**src/hdl/mlrd_pkg.sv**
```systemverilog
// mlrd_pkg: shared types and constants of the multi-level run detector
// used by the level cells and the top level; no dependencies

package mlrd_pkg;

	// configuration register indexes
	localparam logic [1:0] CFG_MIN_LEVEL   = 2'd0;
	localparam logic [1:0] CFG_LEVEL_COUNT = 2'd1;
	localparam logic [1:0] CFG_VALLEY_MODE = 2'd2;

	localparam int unsigned CFG_INDEX_W = 2;
	localparam int unsigned CFG_DATA_W  = 16;
	localparam int unsigned SAMPLE_W    = 32;
	localparam int unsigned LEVEL_W     = 16;
	localparam int unsigned COUNT_W     = 5;
	localparam int unsigned OUT_IDX_W   = 4;
	localparam int unsigned OUT_POS_W   = 32;
	localparam int unsigned FRAC_BITS   = 8;

	// control broadcast from the top level to every cell
	typedef struct packed {
		logic load;       // an item is accepted this cycle
		logic shift;      // report chain moves one cell toward cell 0
		logic last_item;  // accepted item ends the track
		logic valley;     // compare direction
	} cell_ctl_t;

endpackage

```
**src/hdl/mlrd_if.sv**
```systemverilog
// mlrd_in_if / mlrd_out_if: valid/ready channels of the run detector
// payload widths come from mlrd_pkg

interface mlrd_in_if;
	logic                                    valid;
	logic                                    ready;
	logic signed [mlrd_pkg::SAMPLE_W-1:0]    sample;
	logic                                    last_sample;

	modport source (output valid, output sample, output last_sample, input ready);
	modport sink   (input valid, input sample, input last_sample, output ready);
endinterface

interface mlrd_out_if;
	logic                               valid;
	logic                               ready;
	logic [mlrd_pkg::OUT_IDX_W-1:0]     level_index;
	logic [mlrd_pkg::OUT_POS_W-1:0]     run_start;
	logic [mlrd_pkg::OUT_POS_W-1:0]     run_end;
	logic                               last_of_batch;

	modport source (output valid, output level_index, output run_start, output run_end,
		output last_of_batch, input ready);
	modport sink   (input valid, input level_index, input run_start, input run_end,
		input last_of_batch, output ready);
endinterface

```
**src/hdl/mlrd_cell.sv**
```systemverilog
// mlrd_cell: one threshold level; holds the open run start and one report slot
// the report slots of all cells form a shift chain toward cell 0; uses mlrd_pkg

module mlrd_cell #(
	parameter int CELL_IDX      = 0,
	parameter int IDX_W         = 4,
	parameter int POSITION_BITS = 32
) (
	input  logic                                  clk,
	input  logic                                  arst_n,
	input  mlrd_pkg::cell_ctl_t                   ctl,
	input  logic signed [mlrd_pkg::LEVEL_W-1:0]   min_level,
	input  logic [mlrd_pkg::COUNT_W-1:0]          level_count,
	input  logic signed [mlrd_pkg::SAMPLE_W-1:0]  sample,
	input  logic [POSITION_BITS-1:0]              pos,
	input  logic [POSITION_BITS-1:0]              pos_m1,
	input  logic                                  nxt_valid,
	input  logic [IDX_W-1:0]                      nxt_idx,
	input  logic [POSITION_BITS-1:0]              nxt_start,
	input  logic [POSITION_BITS-1:0]              nxt_end,
	output logic                                  slot_valid,
	output logic [IDX_W-1:0]                      slot_idx,
	output logic [POSITION_BITS-1:0]              slot_start,
	output logic [POSITION_BITS-1:0]              slot_end
);

	localparam logic [6:0]       IDX7    = 7'(CELL_IDX);
	localparam logic [16:0]      IDX17   = 17'(CELL_IDX);
	localparam logic [IDX_W-1:0] IDX_OWN = IDX_W'(CELL_IDX);

	logic [POSITION_BITS-1:0] start_q;
	logic [POSITION_BITS-1:0] start_nxt;
	logic [POSITION_BITS-1:0] run_end;
	logic                     slot_valid_q;
	logic [IDX_W-1:0]         slot_idx_q;
	logic [POSITION_BITS-1:0] slot_start_q;
	logic [POSITION_BITS-1:0] slot_end_q;
	logic signed [16:0]       thr_int;
	logic signed [31:0]       thr;
	logic                     active;
	logic                     in_band;
	logic                     run_open;
	logic                     closing;

	always_comb begin
		thr_int  = $signed({min_level[15], min_level}) + $signed(IDX17);
		thr      = $signed({{7{thr_int[16]}}, thr_int, {mlrd_pkg::FRAC_BITS{1'b0}}});
		// level zero is always in use; a count above the cell range covers every cell
		active   = (CELL_IDX == 0) || (IDX7 < {2'b00, level_count});
		in_band  = ctl.valley ? (sample <= thr) : (sample >= thr);
		run_open = (start_q != '0);
		closing  = active && !in_band && run_open;
		// several samples can share a saturated position
		run_end  = (pos_m1 < start_q) ? start_q : pos_m1;

		if (!active || !in_band) begin
			start_nxt = '0;
		end else if (run_open) begin
			start_nxt = start_q;
		end else begin
			start_nxt = pos;
		end
		if (ctl.last_item) begin
			start_nxt = '0;
		end
	end

	always_ff @(posedge clk or negedge arst_n) begin
		if (!arst_n) begin
			start_q      <= '0;
			slot_valid_q <= 1'b0;
		end else if (ctl.load) begin
			start_q      <= start_nxt;
			slot_valid_q <= closing;
		end else if (ctl.shift) begin
			slot_valid_q <= nxt_valid;
		end
	end

	always_ff @(posedge clk) begin
		if (ctl.load) begin
			slot_idx_q   <= IDX_OWN;
			slot_start_q <= start_q;
			slot_end_q   <= run_end;
		end else if (ctl.shift) begin
			slot_idx_q   <= nxt_idx;
			slot_start_q <= nxt_start;
			slot_end_q   <= nxt_end;
		end
	end

	assign slot_valid = slot_valid_q;
	assign slot_idx   = slot_idx_q;
	assign slot_start = slot_start_q;
	assign slot_end   = slot_end_q;

endmodule

```
**src/hdl/multi_level_run_detector.sv**
```systemverilog
// multi_level_run_detector: top level, a row of level cells with a report shift chain
// depends on mlrd_pkg, mlrd_in_if / mlrd_out_if and mlrd_cell
//
// channel   dir  handshake      payload
// samples   in   valid/ready    sample[31:0] signed, last_sample
// runs      out  valid/ready    level_index[3:0], run_start[31:0], run_end[31:0], last_of_batch
// cfg       in   cfg_we         cfg_index[1:0], cfg_data[15:0]
//
// an item that closes no run leaves the chain empty; samples are taken every cycle in that case
// an item that closes runs fills the report chain, which drains one cell per cycle unless the output
// stalls; the next item waits until the highest level that closed has drained out of the chain
// output stalls freeze the chain; a held result sits in the output register
// asynchronous reset: no runs open, position one, registers min 0, 16 levels, peak mode

module multi_level_run_detector #(
	parameter int MAX_LEVELS    = 16,
	parameter int POSITION_BITS = 32
) (
	input  logic                                 clk,
	input  logic                                 arst_n,
	input  logic                                 cfg_we,
	input  logic [mlrd_pkg::CFG_INDEX_W-1:0]     cfg_index,
	input  logic [mlrd_pkg::CFG_DATA_W-1:0]      cfg_data,
	mlrd_in_if.sink                              samples,
	mlrd_out_if.source                           runs
);

	localparam int IDX_W = (MAX_LEVELS > 1) ? $clog2(MAX_LEVELS) : 1;

	logic signed [mlrd_pkg::LEVEL_W-1:0] min_level_q;
	logic [mlrd_pkg::COUNT_W-1:0]        level_count_q;
	logic                                valley_mode_q;
	logic [POSITION_BITS-1:0]            pos_q;
	logic [POSITION_BITS-1:0]            pos_m1;

	logic [MAX_LEVELS-1:0]               slot_valid;
	logic [IDX_W-1:0]                    slot_idx   [MAX_LEVELS];
	logic [POSITION_BITS-1:0]            slot_start [MAX_LEVELS];
	logic [POSITION_BITS-1:0]            slot_end   [MAX_LEVELS];

	logic                                out_valid_q;
	logic [mlrd_pkg::OUT_IDX_W-1:0]      out_idx_q;
	logic [mlrd_pkg::OUT_POS_W-1:0]      out_start_q;
	logic [mlrd_pkg::OUT_POS_W-1:0]      out_end_q;
	logic                                out_last_q;

	logic                                any_pending;
	logic                                advance;
	logic                                accept;
	mlrd_pkg::cell_ctl_t                 ctl;

	always_ff @(posedge clk or negedge arst_n) begin
		if (!arst_n) begin
			min_level_q   <= '0;
			level_count_q <= mlrd_pkg::COUNT_W'(16);
			valley_mode_q <= 1'b0;
		end else if (cfg_we) begin
			unique case (cfg_index)
				mlrd_pkg::CFG_MIN_LEVEL:   min_level_q   <= $signed(cfg_data);
				mlrd_pkg::CFG_LEVEL_COUNT: level_count_q <= cfg_data[mlrd_pkg::COUNT_W-1:0];
				mlrd_pkg::CFG_VALLEY_MODE: valley_mode_q <= cfg_data[0];
				default: ;
			endcase
		end
	end

	assign any_pending   = |slot_valid;
	assign advance       = !out_valid_q || runs.ready;
	assign samples.ready = !any_pending;
	assign accept        = samples.valid && !any_pending;
	assign pos_m1        = pos_q - POSITION_BITS'(1);

	always_comb begin
		ctl.load      = accept;
		ctl.shift     = advance && any_pending;
		ctl.last_item = samples.last_sample;
		ctl.valley    = valley_mode_q;
	end

	// 1-based position, saturating at all ones
	always_ff @(posedge clk or negedge arst_n) begin
		if (!arst_n) begin
			pos_q <= POSITION_BITS'(1);
		end else if (accept) begin
			if (samples.last_sample) begin
				pos_q <= POSITION_BITS'(1);
			end else if (pos_q != '1) begin
				pos_q <= pos_q + POSITION_BITS'(1);
			end
		end
	end

	for (genvar g = 0; g < MAX_LEVELS; g++) begin : g_cell
		logic                     nv;
		logic [IDX_W-1:0]         ni;
		logic [POSITION_BITS-1:0] ns;
		logic [POSITION_BITS-1:0] ne;

		if (g == MAX_LEVELS - 1) begin : g_top
			assign nv = 1'b0;
			assign ni = '0;
			assign ns = '0;
			assign ne = '0;
		end else begin : g_mid
			assign nv = slot_valid[g+1];
			assign ni = slot_idx[g+1];
			assign ns = slot_start[g+1];
			assign ne = slot_end[g+1];
		end

		mlrd_cell #(
			.CELL_IDX      (g),
			.IDX_W         (IDX_W),
			.POSITION_BITS (POSITION_BITS)
		) u_cell (
			.clk         (clk),
			.arst_n      (arst_n),
			.ctl         (ctl),
			.min_level   (min_level_q),
			.level_count (level_count_q),
			.sample      (samples.sample),
			.pos         (pos_q),
			.pos_m1      (pos_m1),
			.nxt_valid   (nv),
			.nxt_idx     (ni),
			.nxt_start   (ns),
			.nxt_end     (ne),
			.slot_valid  (slot_valid[g]),
			.slot_idx    (slot_idx[g]),
			.slot_start  (slot_start[g]),
			.slot_end    (slot_end[g])
		);
	end

	always_ff @(posedge clk or negedge arst_n) begin
		if (!arst_n) begin
			out_valid_q <= 1'b0;
		end else if (advance) begin
			out_valid_q <= slot_valid[0];
		end
	end

	// cell 0 feeds the output register; it is the item's last report when no valid slot sits above it
	always_ff @(posedge clk) begin
		if (advance) begin
			out_idx_q   <= mlrd_pkg::OUT_IDX_W'(slot_idx[0]);
			out_start_q <= mlrd_pkg::OUT_POS_W'(slot_start[0]);
			out_end_q   <= mlrd_pkg::OUT_POS_W'(slot_end[0]);
			out_last_q  <= ((slot_valid >> 1) == '0);
		end
	end

	assign runs.valid         = out_valid_q;
	assign runs.level_index   = out_idx_q;
	assign runs.run_start     = out_start_q;
	assign runs.run_end       = out_end_q;
	assign runs.last_of_batch = out_last_q;

endmodule

```
**src/flat_wrapper.sv**
```systemverilog
// flat-port wrapper written by rule: the top's interface ports become plain ports
module multi_level_run_detector_flat 
#(
	parameter int MAX_LEVELS    = 16,
	parameter int POSITION_BITS = 32
)
  (clk, arst_n, cfg_we, cfg_index, cfg_data, samples_valid, samples_sample, samples_last_sample, samples_ready, runs_valid, runs_level_index, runs_run_start, runs_run_end, runs_last_of_batch, runs_ready);
  mlrd_in_if samples_i ();
  mlrd_out_if runs_i ();
  input  logic clk;
  input  logic arst_n;
  input  logic cfg_we;
  input  logic [mlrd_pkg::CFG_INDEX_W-1:0] cfg_index;
  input  logic [mlrd_pkg::CFG_DATA_W-1:0] cfg_data;
  input wire logic [$bits(samples_i.valid)-1:0] samples_valid;
  input wire logic [$bits(samples_i.sample)-1:0] samples_sample;
  input wire logic [$bits(samples_i.last_sample)-1:0] samples_last_sample;
  output wire logic [$bits(samples_i.ready)-1:0] samples_ready;
  output wire logic [$bits(runs_i.valid)-1:0] runs_valid;
  output wire logic [$bits(runs_i.level_index)-1:0] runs_level_index;
  output wire logic [$bits(runs_i.run_start)-1:0] runs_run_start;
  output wire logic [$bits(runs_i.run_end)-1:0] runs_run_end;
  output wire logic [$bits(runs_i.last_of_batch)-1:0] runs_last_of_batch;
  input wire logic [$bits(runs_i.ready)-1:0] runs_ready;
  assign samples_i.valid = samples_valid;
  assign samples_i.sample = samples_sample;
  assign samples_i.last_sample = samples_last_sample;
  assign samples_ready = samples_i.ready;
  assign runs_valid = runs_i.valid;
  assign runs_level_index = runs_i.level_index;
  assign runs_run_start = runs_i.run_start;
  assign runs_run_end = runs_i.run_end;
  assign runs_last_of_batch = runs_i.last_of_batch;
  assign runs_i.ready = runs_ready;
  multi_level_run_detector #(.MAX_LEVELS(MAX_LEVELS), .POSITION_BITS(POSITION_BITS)) u_core (.clk(clk), .arst_n(arst_n), .cfg_we(cfg_we), .cfg_index(cfg_index), .cfg_data(cfg_data), .samples(samples_i), .runs(runs_i));
endmodule
```
**config.mk**
```make
export PLATFORM = sky130hd
export DESIGN_NAME = multi_level_run_detector_flat
export DESIGN_NICKNAME = d
export VERILOG_FILES = /design/src/hdl/mlrd_pkg.sv /design/src/hdl/mlrd_if.sv /design/src/hdl/mlrd_cell.sv /design/src/hdl/multi_level_run_detector.sv /design/src/flat_wrapper.sv
export SDC_FILE = /design/constraint.sdc
export NUM_CORES = 2
export LEC_CHECK = 0
export BUFFER_PORTS_ARGS = -buffer_cell sky130_fd_sc_hd__buf_2
export CELL_PAD_IN_SITES_DETAIL_PLACEMENT = 1
export CELL_PAD_IN_SITES_GLOBAL_PLACEMENT = 2
export CORE_AREA = 2 2 389 545
export DETAILED_ROUTE_END_ITERATION = 12
export DIE_AREA = 0 0 391 547
export MAX_ROUTING_LAYER = met4
export PLACE_DENSITY_LB_ADDON = 0.1
export SKIP_LAST_GASP = 1
export SLEW_MARGIN = 15
export SYNTH_ARGS = -nofsm -noshare
export SYNTH_HDL_FRONTEND = slang
export SYNTH_SLANG_ARGS = --single-unit
export TNS_END_PERCENT = 1
```
**constraint.sdc**
```tcl
create_clock -name clk -period 69.8 [get_ports clk]
set_clock_uncertainty 0.1 [all_clocks]
set_input_delay 6.98 -clock clk [delete_from_list [all_inputs] [get_ports clk]]
set_output_delay 6.98 -clock clk [all_outputs]
set_load 0.05 [all_outputs]
```
Word level (Yosys, flattened, before mapping)

Index checks and enable logic that the tools add are counted.

Input port bits: 56
Register bits: 1740
Logic and storage cells: 488
Output and inout port bits: 71

Mux-type cells: 177
Add/sub/neg operators: 17
Magnitude comparators: 63
Equality and inequality tests: 19
Reductions and logical operators: 123

Operator list:

| kind                  | count |
|---|---|
| $mux 32               | 129 |
| $lt 32x32->1          | 16 |
| $reduce_bool 32->1    | 16 |
| $ge 32x25->1          | 15 |
| $le 32x25->1          | 15 |
| $add 16x5->17 const B | 8 |
| $add 16x4->17 const B | 4 |
| $mux 1                | 48 |
| $ne 3x2->1 const B    | 15 |
| $lt 4x5->1 const A    | 8 |
| $reduce_and 2->1      | 20 |
| $add 16x3->17 const B | 2 |
| $logic_and 1x1->1     | 33 |
| $logic_not 1->1       | 33 |
| $add 32x1->32 const B | 1 |
| $ge 32x24->1          | 1 |
| $le 32x24->1          | 1 |
| $ne 32x32->1 const B  | 1 |
| $sub 32x1->32 const B | 1 |
| $lt 3x5->1 const A    | 4 |
| $add 16x2->17 const B | 1 |
| $logic_not 16->1      | 1 |
| $logic_or 1x1->1      | 16 |
| $reduce_or 16->1      | 1 |
| other kinds (7)       | 9 |

Longest topological paths before layout

Depth in word-level cells: 7
Gate-level depth with buffers: 21
Gate-level depth less buffers: 17

By module

A second synthesis with hierarchy kept.

Cell total of the unflattened synthesis: 10814
Area, all modules: 111112.8 sq um

Modules (own cells, without submodules):

| module                                | instances | area each (sq um) | cells an instance | seq. area each (sq um) |
|---|---|---|---|---|
| mlrd_cell at u_core.g_cell[8].u_cell  | 1         | 7063.0            | 689               | 2827.7 |
| mlrd_cell at u_core.g_cell[15].u_cell | 1         | 6991.7            | 686               | 2827.7 |
| mlrd_cell at u_core.g_cell[11].u_cell | 1         | 6909.1            | 750               | 2827.7 |
| mlrd_cell at u_core.g_cell[2].u_cell  | 1         | 6785.3            | 663               | 2827.7 |
| mlrd_cell at u_core.g_cell[9].u_cell  | 1         | 6775.2            | 641               | 2827.7 |
| mlrd_cell at u_core.g_cell[10].u_cell | 1         | 6685.2            | 736               | 2827.7 |
| mlrd_cell at u_core.g_cell[5].u_cell  | 1         | 6680.2            | 608               | 2827.7 |
| mlrd_cell at u_core.g_cell[3].u_cell  | 1         | 6651.4            | 621               | 2827.7 |
| mlrd_cell at u_core.g_cell[14].u_cell | 1         | 6643.9            | 714               | 2827.7 |
| mlrd_cell at u_core.g_cell[7].u_cell  | 1         | 6616.3            | 749               | 2827.7 |
| mlrd_cell at u_core.g_cell[13].u_cell | 1         | 6522.5            | 684               | 2827.7 |
| mlrd_cell at u_core.g_cell[1].u_cell  | 1         | 6439.9            | 616               | 2827.7 |
| mlrd_cell at u_core.g_cell[6].u_cell  | 1         | 6389.9            | 588               | 2827.7 |
| mlrd_cell at u_core.g_cell[0].u_cell  | 1         | 6162.2            | 514               | 2827.7 |
| 3 more rows                           | n/a       | n/a               | n/a               | n/a |

Worst setup path before layout

OpenSTA, ideal clock, no wires.

Kind: input to register
From: in samples_valid
To: reg u_core.g_cell[10].u_cell.slot_idx_q[1]
Data arrival time: 37.828 ns
Setup time: 0.173 ns
Slack: 31.699 ns
Cell stages on the path: 6
Cell sequence: nor3b_1 > buf_2 > nor2_1 > clkinv_1 > clkbuf_1 > o22a_1

Word-level cells in the longest chain between the ends: 1

RTL lines:

| what                 | line                           | source |
|---|---|---|
| from (decl)          | flat_wrapper.sv:15             | `input wire logic [$bits(samples_i.valid)-1:0] samples_valid;` |
| $logic_and 1x1->1    | multi_level_run_detector.sv:70 | `assign accept = samples.valid && !any_pending;` |
| to (signal assigned) | mlrd_cell.sv:86                | `slot_idx_q <= nxt_idx;` |
| to (decl)            | mlrd_cell.sv:35                | `logic [IDX_W-1:0] slot_idx_q;` |

No other way between the ends.
A chain may end at the register's enable or synchronous reset.

Worst setup path after layout

From: in samples_valid
To: reg u_core.g_cell[12].u_cell.slot_end_q[23], data pin

Word-level cells in the longest chain between the ends: 2

RTL lines:

| what                 | line                           | source |
|---|---|---|
| $logic_and 1x1->1    | multi_level_run_detector.sv:70 |  |
| $mux 32              | mlrd_cell.sv:81                | `if (ctl.load) begin` |
| to (signal assigned) | mlrd_cell.sv:84                | `slot_end_q <= run_end;` |
| to (signal assigned) | mlrd_cell.sv:88                | `slot_end_q <= nxt_end;` |
| to (decl)            | mlrd_cell.sv:37                | `logic [POSITION_BITS-1:0] slot_end_q;` |

No other way between the ends.

==> impl_metrics.csv <==
group,metric,value,unit
status,status,"finished, final reports clean",
clocking,ctsRootBufferMaster,"clkbuf_16",
die,die_w,391,um
timing,max_freq,85.7,MHz
timing,layout_setup_ws,58.13,ns
grt,grt_pass1_vias,80841,
clocking,cts.path.max_buffers,4,
die,fp-row-count,199,
clocking,postCtsSetupBuffers,0,
worst_setup_path,required,70.23,ns
clocking,clk_pin_slew,0.06,ns
grt,grt_max_degree,155,
worst_setup_path,worst_setup_path_end_kind,"register",
timing,setup_violations,0,
route,firstDrtPassIters,5,
timing,worst_hold_slack,0.319,ns
placement,port-buffer-count,126,
clocking,cts_tree,"built",
worst_hold_path,hold_path.startpoint,"u_core.g_cell[0].u_cell.slot_end[18]",
synthesis,ys_seq_area_share,50.8,%
placement,gp_congestion,0.990,
route,wirelength,377000,um
timing,slew_viol_final,0,
route,vias,76158,
route,wl_per_cell,31.4,um
timing,fin_crit,11.67,ns
synthesis,synth_edf_count,1093,
die,die-area,214000,um2
synthesis,syn_nets,10004,
worst_setup_path,r2r-start,"u_core.pos_q[15]",
cells_and_area,drive_above_1_share,8.88,%
worst_setup_path,ff2ff_path_depth,16,
cells_and_area,fin_nets,9981,
synthesis,ys.flop_type,"edfxtp_1",
die,core-area,209000,um2
worst_setup_path,critPathKind,"in2reg",
clocking,clk_latency,0.89,ns
pwr,power.leakage,42.3,nW
timing,tightestPinTransition,1.33,ns
worst_hold_path,min_path_type,"reg2reg",
worst_hold_path,worstHoldPathCells,0,
clocking,post_cts_resized,0,
synthesis,ys_ff_latch,1733,
pwr,vdd_drop_max,0.0211,mV
timing,maxSlewHeadroom,10.6,%
die,die_y,547,um
pwr,power_density,28.3,nW/um2
cells_and_area,area_delta_synth_final,10.6,%
worst_hold_path,hold_end,"u_core.runs.run_end[18]",
die,ios,127,
synthesis,ys_types,108,
synthesis,syn_inst,9157,
synthesis,synth_area,95600,um2
timing,hold_viol,0,
placement,dp_worst_setup_slack,57.14,ns
route,drc,0,
clocking,numCtsBuffers,187,
clocking,cts_sinks,1733,
synthesis,syn_avg_cell_area,10.4,um2
worst_setup_path,critPathLaunchType,"primary input",
worst_setup_path,crit_fanout,111,
worst_setup_path,critPathArrivalTime,12.10,ns
die,start_util,45.7,%
route,via_per_inst,6.35,
worst_setup_path,rrSetupSlack,61.93,ns
synthesis,yosys_warnings,0,
route,ant_nets,0,
timing,period_share,16.7,%
route,dr.first_iter.drc_count,5399,
grt,grt_pass1_wl,546000,um
clocking,htree_levels,4,
grt,track_usage,35.9,%
synthesis,synthArstFlopShare,33.6,%
placement,hpwl,283000,um
worst_setup_path,reg2reg_to,"u_core.g_cell[9].u_cell.slot_end[7]",
timing,rsz0062_at_grt,"no",
job,max_cap_viol_count,0,
grt,antenna_found_initial,6,
clocking,cts_hold_buf,0,
timing,setup_tns,0,ns
grt,grt_remaining_overflow,0,
-- state kept, by name (all words and copies together), names as in the netlist --
name and flops:
u_core.g_cell.u_cell.slot_valid 16, u_core.level_count_q 5, u_core.pos_q 32, u_core.runs.run_start 32, u_core.runs.last_of_batch 1, u_core.runs.valid 1
u_core.g_cell.u_cell.slot_end 512, u_core.min_level_q 16, u_core.g_cell.u_cell.slot_start 512, u_core.g_cell.u_cell.start_q 512, u_core.runs.level_index 4, u_core.g_cell.u_cell.slot_idx 57
u_core.valley_mode_q 1, u_core.runs.run_end 32
-- routing by layer --
| metal | track usage (%) | wire [um] |
|---|---|---|
| met4 | 28.3 | 36600 |
| met2 | 62.0 | 191000 |
| met3 | 3.66 | 15600 |
| met1 | 37.2 | 134000 |
| met5 | - | 0 |
-- logic make-up (layout without fill, tap and decap cells) --
kind of cell | Yosys count | in the layout | synth area share, %
AO/OA/AOI/OAI | 2841 | 2841 | 19.2
AND/OR/NAND/NOR | 2273 | 2273 | 11.4
flip-flops | 1733 | 1733 | 50.8
buffers and inverters | 1153 | 1280 | 4.69
adder cells (fa/ha/maj) | 791 | 791 | 10.3
XOR/XNOR | 248 | 248 | 2.35
multiplexers | 118 | 118 | 1.25
other | 0 | 3 | 0
-- how the worst max path moves through the flow --
| stage | start | cells after the start | slack (ns) | to |
|---|---|---|---|---|
| 4_1_cts | runs_ready | 11 | 58.04 | u_core.g_cell[11].u_cell.slot_end[2] |
| 3_3_place_gp | runs_ready | 11 | 57.25 | u_core.g_cell[12].u_cell.slot_end[5] |
| 5_1_grt | samples_valid | 8 | 57.73 | u_core.g_cell[12].u_cell.slot_end[23] |
| 2_1_floorplan | samples_valid | 6 | 31.70 | u_core.g_cell[10].u_cell.slot_idx[1] |
| 6_report | samples_valid | 8 | 58.13 | u_core.g_cell[12].u_cell.slot_end[23] |
| 3_5_place_dp | runs_ready | 11 | 57.14 | u_core.g_cell[12].u_cell.slot_end[5] |
-- cell usage after synthesis (24+ instances only) --
library cell  instances  area [um2]
and3_1               63         394
o22ai_1             139         870
o21ai_1              40         200
nor4_1              156         976
nand2b_1             51         319
o2bb2ai_2            30         450
dfrtp_1             581       14500
nand2_1             988        3710
nor3_1               86         430
buf_2                50         250
a211oi_1             39         293
o2bb2ai_1           165        1450
and4_1               25         219
edfxtp_1           1093       32800
clkbuf_1            475        1780
xor2_1               31         272
a22oi_1              94         706
mux2i_1             106        1060
o211ai_1             52         390
a31oi_1              37         231
a22o_1              191        1670
buf_1                33         124
o21ai_0            1067        5340
nor2b_1              56         350
nand4_1             232        1450
or3_1                28         175
dfxtp_1              57        1140
ha_1                791        9900
o31ai_1              60         450
o32ai_1              27         236
a2bb2oi_1            24         210
nor2_1              356        1340
a21oi_1             452        2260
o21a_1               37         278
a21o_1              160        1200
a32oi_1              45         394
nand3_1             116         581
inv_1               575        2160
xnor2_1             207        1810
-- cell type report --
| cell class | instances | area, um2 |
|---|---|---|
| well taps | 2713 | 3390 |
| clock buffers | 263 | 5270 |
| clock inverters | 76 | 639 |
| flip-flops and latches | 1733 | 48600 |
| inverters | 582 | 2190 |
| fillers | 22399 | 103000 |
| repair buffers | 359 | 2430 |
| multi-input cells | 6271 | 43300 |
| diodes | 3 | 7.51 |
-- per-stage QoR --
step / utilization (%) / instance area [um2] / instances / power (mW)
after global routing: 50.6 / 106000 / 11998 / 3.11
after global placement: 47.7 / 99800 / 11658 / 1.99
after detailed placement: 47.7 / 99900 / 11658 / 2.02
after floorplan: - / 95600 / 9157 / 1.92
after CTS: 50.6 / 106000 / 11997 / 3.00
final: 50.6 / 106000 / 12000 / 2.99
-- placed cells by master (no fill, tap or decap), types with 124 or more instances in the layout --
master	n
edfxtp_1	1093
o21ai_0	1066
nand2_1	987
ha_1	791
dfrtp_1	579
inv_1	574
a21oi_1	450
nor2_1	351
nand4_1	232
buf_4	231
xnor2_1	193
a22o_1	191
clkbuf_16	191
o2bb2ai_1	165
a21o_1	160
nor4_1	153
o22ai_1	139
buf_2	124
-- where the power goes --
part           switching [mW]  leakage, nW  internal (mW)  total [mW]
Combinational           0.409         20.0          0.195       0.604
Clock                   0.432         2.90          0.553       0.986
Sequential             0.0713         19.3           1.33        1.40
Total                   0.913         42.3           2.08        2.99
-- critical path, stage by stage --
cell	delay, ns
buf_2	0.19
or3b_4	0.69
buf_4	0.60
buf_4	0.65
buf_4	0.76
buf_4	0.88
buf_4	0.88
o21ai_0	0.23
No activity file was read; power rests on OpenSTA's default activity.
